**config.mk**
```make
export PLATFORM = sky130hd
export DESIGN_NAME = lidar_frame_parser_sweep_recorder
export DESIGN_NICKNAME = d
export VERILOG_FILES = /design/src/rtl/lfp_pkg.sv /design/src/rtl/lfp_frame_parser.sv /design/src/rtl/lfp_sweep.sv /design/src/rtl/lidar_frame_parser_sweep_recorder.sv
export SDC_FILE = /design/constraint.sdc
export NUM_CORES = 1
export LEC_CHECK = 0
export ABC_AREA = 1
export BUFFER_PORTS_ARGS = -buffer_cell sky130_fd_sc_hd__buf_2
export CAP_MARGIN = 10
export CORE_MARGIN = 2
export CORE_UTILIZATION = 51
export DETAILED_ROUTE_END_ITERATION = 10
export GPL_TIMING_DRIVEN = 0
export PLACE_DENSITY = 0.85
export SLEW_MARGIN = 10
export SYNTH_ARGS = -nofsm -noshare
export SYNTH_HDL_FRONTEND = slang
export SYNTH_HIERARCHICAL = 1
export SYNTH_SLANG_ARGS = --single-unit
```
**constraint.sdc**
```tcl
create_clock -name clk -period 5.65 [get_ports clk]
set_input_delay 0.8475 -clock clk [delete_from_list [all_inputs] [get_ports clk]]
set_output_delay 0.8475 -clock clk [all_outputs]
set_load 0.005 [all_outputs]
```
**src/rtl/lfp_pkg.sv**
```systemverilog
`default_nettype none
package lfp_pkg;

	localparam logic [7:0] HDR_BYTE    = 8'h59;
	localparam logic [7:0] LIMIT_RESET = 8'd90;
	localparam logic [2:0] BODY_LAST   = 3'd6;
	localparam logic [2:0] POS_LOW     = 3'd0;
	localparam logic [2:0] POS_HIGH    = 3'd1;

	typedef enum logic [2:0] {
		PH_HUNT1 = 3'b001,
		PH_HUNT2 = 3'b010,
		PH_BODY  = 3'b100
	} phase_t;

	typedef struct packed {
		logic        done;
		logic [15:0] distance;
	} frame_t;

	// exact for 8-bit values: floor(a * 57 / 512) == floor(a / 9)
	function automatic logic is_mult9(input logic [7:0] a);
		logic [13:0] prod;
		logic [4:0]  quo;
		logic [7:0]  back;
		prod = {6'd0, a} * 14'd57;
		quo  = prod[13:9];
		back = 8'({3'd0, quo} * 8'd9);
		return back == a;
	endfunction

endpackage
`default_nettype wire

```
**src/rtl/lfp_frame_parser.sv**
```systemverilog
`default_nettype none
module lfp_frame_parser
	import lfp_pkg::*;
(
	input  wire logic       clk,
	input  wire logic       arst_n,
	input  wire logic       advance,
	input  wire logic [7:0] rx_byte,
	output frame_t          frame
);

	phase_t     phase_q;
	logic [2:0] pos_q;
	logic [7:0] sum_q;
	logic [7:0] dist_low_q;
	logic [7:0] dist_high_q;

	always_comb begin
		frame.done     = (phase_q == PH_BODY) && (pos_q == BODY_LAST) && (rx_byte == sum_q);
		frame.distance = {dist_high_q, dist_low_q};
	end

	always_ff @(posedge clk or negedge arst_n) begin
		if (!arst_n) begin
			phase_q     <= PH_HUNT1;
			pos_q       <= '0;
			sum_q       <= '0;
			dist_low_q  <= '0;
			dist_high_q <= '0;
		end else if (advance) begin
			case (phase_q)
				PH_HUNT1: begin
					if (rx_byte == HDR_BYTE) begin
						phase_q <= PH_HUNT2;
						sum_q   <= HDR_BYTE;
					end
				end
				PH_HUNT2: begin
					if (rx_byte == HDR_BYTE) begin
						phase_q <= PH_BODY;
						pos_q   <= '0;
						sum_q   <= sum_q + HDR_BYTE;
					end else begin
						phase_q <= PH_HUNT1;
						pos_q   <= '0;
						sum_q   <= '0;
					end
				end
				PH_BODY: begin
					if (pos_q < BODY_LAST) begin
						if (pos_q == POS_LOW) begin
							dist_low_q <= rx_byte;
						end
						if (pos_q == POS_HIGH) begin
							dist_high_q <= rx_byte;
						end
						sum_q <= sum_q + rx_byte;
						pos_q <= pos_q + 3'd1;
					end else begin
						phase_q <= PH_HUNT1;
						pos_q   <= '0;
						sum_q   <= '0;
					end
				end
				default: begin
					phase_q <= PH_HUNT1;
					pos_q   <= '0;
					sum_q   <= '0;
				end
			endcase
		end
	end

endmodule
`default_nettype wire

```
**src/rtl/lfp_sweep.sv**
```systemverilog
`default_nettype none
module lfp_sweep
	import lfp_pkg::*;
#(
	parameter int SLOTS = 16
) (
	input  wire logic                     clk,
	input  wire logic                     arst_n,
	input  wire logic                     advance,
	input  wire logic                     frame_done,
	input  wire logic [7:0]               scan_angle,
	input  wire logic [7:0]               sweep_limit,
	output logic                          emit,
	output logic [$clog2(SLOTS)-1:0]      slot_cur
);

	localparam int SLOT_W = $clog2(SLOTS);
	localparam logic [SLOT_W-1:0] SLOT_MAX = SLOT_W'(SLOTS - 1);

	logic [SLOT_W-1:0] slot_q;
	logic              down_q;
	logic              down_next;

	always_comb begin
		if (scan_angle >= sweep_limit) begin
			down_next = 1'b1;
		end else if (scan_angle == 8'd0) begin
			down_next = 1'b0;
		end else begin
			down_next = down_q;
		end
		emit     = frame_done && is_mult9(scan_angle);
		slot_cur = slot_q;
	end

	always_ff @(posedge clk or negedge arst_n) begin
		if (!arst_n) begin
			slot_q <= '0;
			down_q <= 1'b0;
		end else if (advance && frame_done) begin
			down_q <= down_next;
			if (emit) begin
				if (down_next) begin
					if (slot_q != '0) begin
						slot_q <= slot_q - 1'b1;
					end
				end else begin
					if (slot_q < SLOT_MAX) begin
						slot_q <= slot_q + 1'b1;
					end
				end
			end
		end
	end

endmodule
`default_nettype wire

```
**src/rtl/lidar_frame_parser_sweep_recorder.sv**
```systemverilog
// an accepted word passes the input register, then the result register,
// before its result reaches the outputs
// throughput: one word per cycle; the input stage holds while a result waits
// reset: parser hunts the first header, slot 0 sweeping upward,
// sweep limit 90, no result pending
`default_nettype none
module lidar_frame_parser_sweep_recorder
	import lfp_pkg::*;
#(
	parameter int SLOTS = 16
) (
	input  wire logic        clk,
	input  wire logic        arst_n,
	input  wire logic        in_valid,
	output logic             in_ready,
	input  wire logic [7:0]  rx_byte,
	input  wire logic [7:0]  scan_angle,
	output logic             out_valid,
	input  wire logic        out_ready,
	output logic [15:0]      distance,
	output logic [3:0]       slot,
	input  wire logic        cfg_valid,
	output logic             cfg_ready,
	input  wire logic [7:0]  cfg_data
);

	localparam int SLOT_W = $clog2(SLOTS);

	logic              valid_s1;
	logic [7:0]        rx_byte_s1;
	logic [7:0]        angle_s1;
	logic              advance;
	logic [7:0]        sweep_limit_q;
	frame_t            frame;
	logic              emit;
	logic [SLOT_W-1:0] slot_cur;
	logic              out_valid_q;
	logic [15:0]       distance_q;
	logic [3:0]        slot_q;

	assign advance   = valid_s1 && (!out_valid_q || out_ready);
	assign in_ready  = !valid_s1 || advance;
	assign cfg_ready = 1'b1;
	assign out_valid = out_valid_q;
	assign distance  = distance_q;
	assign slot      = slot_q;

	always_ff @(posedge clk or negedge arst_n) begin
		if (!arst_n) begin
			sweep_limit_q <= LIMIT_RESET;
		end else if (cfg_valid) begin
			sweep_limit_q <= cfg_data;
		end
	end

	always_ff @(posedge clk or negedge arst_n) begin
		if (!arst_n) begin
			valid_s1 <= 1'b0;
		end else if (in_ready) begin
			valid_s1 <= in_valid;
		end
	end

	always_ff @(posedge clk) begin
		if (in_ready && in_valid) begin
			rx_byte_s1 <= rx_byte;
			angle_s1   <= scan_angle;
		end
	end

	lfp_frame_parser u_parser (
		.clk     (clk),
		.arst_n  (arst_n),
		.advance (advance),
		.rx_byte (rx_byte_s1),
		.frame   (frame)
	);

	lfp_sweep #(
		.SLOTS (SLOTS)
	) u_sweep (
		.clk         (clk),
		.arst_n      (arst_n),
		.advance     (advance),
		.frame_done  (frame.done),
		.scan_angle  (angle_s1),
		.sweep_limit (sweep_limit_q),
		.emit        (emit),
		.slot_cur    (slot_cur)
	);

	always_ff @(posedge clk or negedge arst_n) begin
		if (!arst_n) begin
			out_valid_q <= 1'b0;
		end else if (advance) begin
			out_valid_q <= emit;
		end else if (out_ready) begin
			out_valid_q <= 1'b0;
		end
	end

	always_ff @(posedge clk) begin
		if (advance && emit) begin
			distance_q <= frame.distance;
			slot_q     <= 4'(slot_cur);
		end
	end

endmodule
`default_nettype wire

```
==> reports/qor.txt <==
Crit path buffers/inverters - 5
Tot Pwr - 2.11 mW
Die width - 105 um
Initial cell density of the core - 52.9%
Max Fclk - 0.186 GHz
WL/cell - 13.7 um
Worst slew pin tran - 1.01 ns
# H-tree levels - 3
Vias - 4127
First-pass DRT Iterations - 5
Die height - 105 um
# diodes - 0
Total CTS buffers - 9
Clock Pin Slew Worst Setup and Hold Paths - 0.09 ns
RSZ-0062 raised after global routing - false
Sequential element share of the synthesized area - 42.6%
Final WL - 10.7 mm
R2R Path End - slot[1]
Syn Inst Count - 571
Hold_ws - 0.453 ns
Max stage delay on crit path - 0.48 ns
Crit start category - flip-flop
Final Critical Period - 5.37 ns
Die area - 11000 um2
Wl on met1 - 4.64 mm
Critical Path Slowest Stage Cell - fa_1
Logic gate share of total power - 38.8%
Final #Nets - 742
Share of cells above drive strength 1 - 23.2%
Area of the core - 9820 um2
Rows - 36
Max-cap violations - 0
Largest net degree at the start of global routing - 46
Kind of critical path - reg2reg
Clock Path Buffers - 2
Reg2reg setup slack - 0.28 ns
Gr ovfl total - 0
First-pass GRT wire length - 18.4 mm
NetSw - 0.822 mW
DP HPWL - 8.11 mm
Top cells by area, synth - edfxtp_1 (21%), dfrtp_1 (19%), ha_1 (13%), nand2_1 (11%), inv_1 (6.2%)
Period utilization - 95.0%
DRC marker count from the first detailed-route iteration - 335
CTS Root Cell - clkbuf_8
Metal3 WL - 533 um
Register bit total from synthesis - 81
Final ANT Viol Nets - 0
Worst setup EP type - flip-flop
Routed vias/inst - 5.26
Min-Delay Path Class - reg2reg
Hold EP - distance[0]
Post-Syn Area - 5200 um2
Yosys Warn Count - 6
Clock sink total - 81
Gr usage total - 20.6%
Reg power frac - 37.8%
Hold-critical path depth - 0
Syn Nets - 666
Setup TNS - 0 ns
Required time worst endpoint - 5.73 ns
R2R depth - 27
Post-synth cell types - 42
Peak VDD IR - 148 uV
Io pins - 52
Initial antenna violation count - 0
Clk Latency, worst-skew pair - 0.37 ns
Vias in the first global route - 4115
DRC errors left - 0
Clock share of power - 23.4%
Worst-path fanout max - 10
Synth Flop Type - dfrtp_1
PortBufs - 50
Syn_area_per_cell - 9.10 um2
Gpl congestion - 0.891
HP Start - u_parser/dist_low_q[0]
Top Metal Used - met4
Final hold violation count - 0
Cell repeated most along the worst path - nand2_2
Leakage - 3.06 nW
CP Data Arrival Time - 5.45 ns
Fin. max-slew vios - 0
Pint - 1.29 mW
Dpl cell area - 5620 um2
Largest area contributor in the synthesized netlist - edfxtp_1
Met2 wire length - 5.35 mm
Clock Skews - 0.0146 ns
Top-area cell type share of the netlist area - 20.8%
Area delta synth->final - 15.6%
CTS tree - built
Relative slew slack - 32.8%
Switch share - 39.0%
PD cells - 351 nW/um2
Fill count - 824
Worst r2r src - angle_s1[3]
Cell area after layout - 6010 um2
Post-synth EDFFs - 36
Setup violators final - 0
Hold_buf cts - 0
Cell family with most CP delay - adder cells
Ys async rst share - 55.6%
Outcome - complete, no violations
==> power by group through the flow <==
stage | logic (mW) | clock network, mW | registers, mW
2_1_floorplan | 0.621 | 0 | 0.784
3_3_place_gp | 0.735 | 0 | 0.801
3_5_place_dp | 0.781 | 0 | 0.807
4_1_cts | 0.793 | 0.502 | 0.795
5_1_grt | 0.924 | 0.528 | 0.807
6_report | 0.819 | 0.493 | 0.796
==> Yosys cell counts (3+ instances only) <==
library cell and count:
buf_6 3, inv_1 86, edfxtp_1 36, ha_1 53, o21ai_0 27, nand3_1 40
nand3b_1 4, a21oi_2 4, dfstp_2 5, nor2_2 6, nand3_2 5, dfrtp_1 40
o21ai_1 9, inv_2 7, fa_1 13, xor2_1 3, nand2_1 147, nand4_1 8
nor2_1 14, a21oi_1 12, xnor2_1 5, nand2_2 19
==> flip-flops by register name, summed over array words and instances (netlist names) <==
register	flops
distance	16
u_sweep/down_q	1
u_parser/dist_high_q	8
out_valid	1
u_parser/pos_q	3
rx_byte_s1	8
angle_s1	8
u_parser/phase_q	3
u_sweep/slot_cur	4
u_parser/sum_q	8
sweep_limit_q	8
valid_s1	1
u_parser/dist_low_q	8
slot	4
==> worst register-to-register path, delay by kind of cell, from the launching register on <==
family | cells | cell delay [ns]
AND/OR/NAND/NOR | 14 | 1.40
buffers and inverters | 5 | 0.61
AO/OA/AOI/OAI | 1 | 0.19
adder cells (fa/ha/maj) | 7 | 2.45
flip-flops | 1 | 0.47
==> timing repair <==
| item | 4_1_cts | 5_1_grt |
|---|---|---|
| resized for setup | 2 | 5 |
| setup endpoints to repair | 20 | 20 |
| pin swaps | 1 | 4 |
| buffers inserted | 0 | 14 |
| cloned | 1 | 0 |
==> worst max-delay path by stage <==
stage	depth (start not counted)	slack [ns]	endpoint	start
final	27	0.28	slot[1]	angle_s1[3]
after global routing	27	0.02	slot[0]	angle_s1[1]
after CTS	25	0.05	distance[3]	angle_s1[1]
after detailed placement	25	-0.32	distance[1]	angle_s1[1]
after global placement	25	-0.20	distance[9]	angle_s1[1]
after floorplan	25	0.26	distance[0]	angle_s1[1]
==> area by class of cell <==
type	count	area, um2	share of cell area [%]
sequential	81	2210	36.8
inverter	93	349	5.81
tap	133	166	2.77
buffer	5	48.8	0.812
clock inverter	7	111	1.85
multi-input combinational	393	2610	43.5
timing repair buffer	64	380	6.33
clock buffer	9	124	2.06
==> metrics by stage <==
step           setup WS, ns  instances  utilization (%)
2_1_floorplan         0.262        571                -
3_5_place_dp         -0.324        754             57.2
6_report              0.284        785             61.2
3_3_place_gp         -0.201        754             57.2
5_1_grt              0.0194        785             61.2
4_1_cts              0.0495        771             59.7
==> cells by family after synthesis <==
logic type / count (synthesis) / share of synthesized area, %
compound gates: 61 / 6.81
simple gates: 256 / 23.7
other cells: 1 / 0.0722
xor+xnor: 8 / 1.35
flops: 81 / 42.6
fa+ha+maj: 66 / 17.8
buf+inv: 98 / 7.66
==> layout by cell type, fill, tap and decap left out, types with 4 or more instances in the layout <==
master	Yosys	final
a21oi_1	12	12
a21oi_2	4	4
buf_2	0	50
buf_4	2	14
clkbuf_8	0	9
dfrtp_1	40	40
dfstp_2	5	5
edfxtp_1	36	36
fa_1	13	13
ha_1	53	53
inv_1	86	83
inv_2	7	10
nand2_1	147	147
nand2_2	19	19
nand3_1	40	39
nand3_2	5	6
nand3b_1	4	4
nand4_1	8	8
nor2_1	14	13
nor2_2	6	6
o21ai_0	27	27
o21ai_1	9	9
xnor2_1	5	5
==> layer usage <==
metal	up-vias	global-route usage [%]
li1	2014	-
met1	1942	25.4
met2	144	35.7
met3	27	3.99
met4	0	7.81
met5	-	0
No activity file was read; power rests on OpenSTA's default activity.
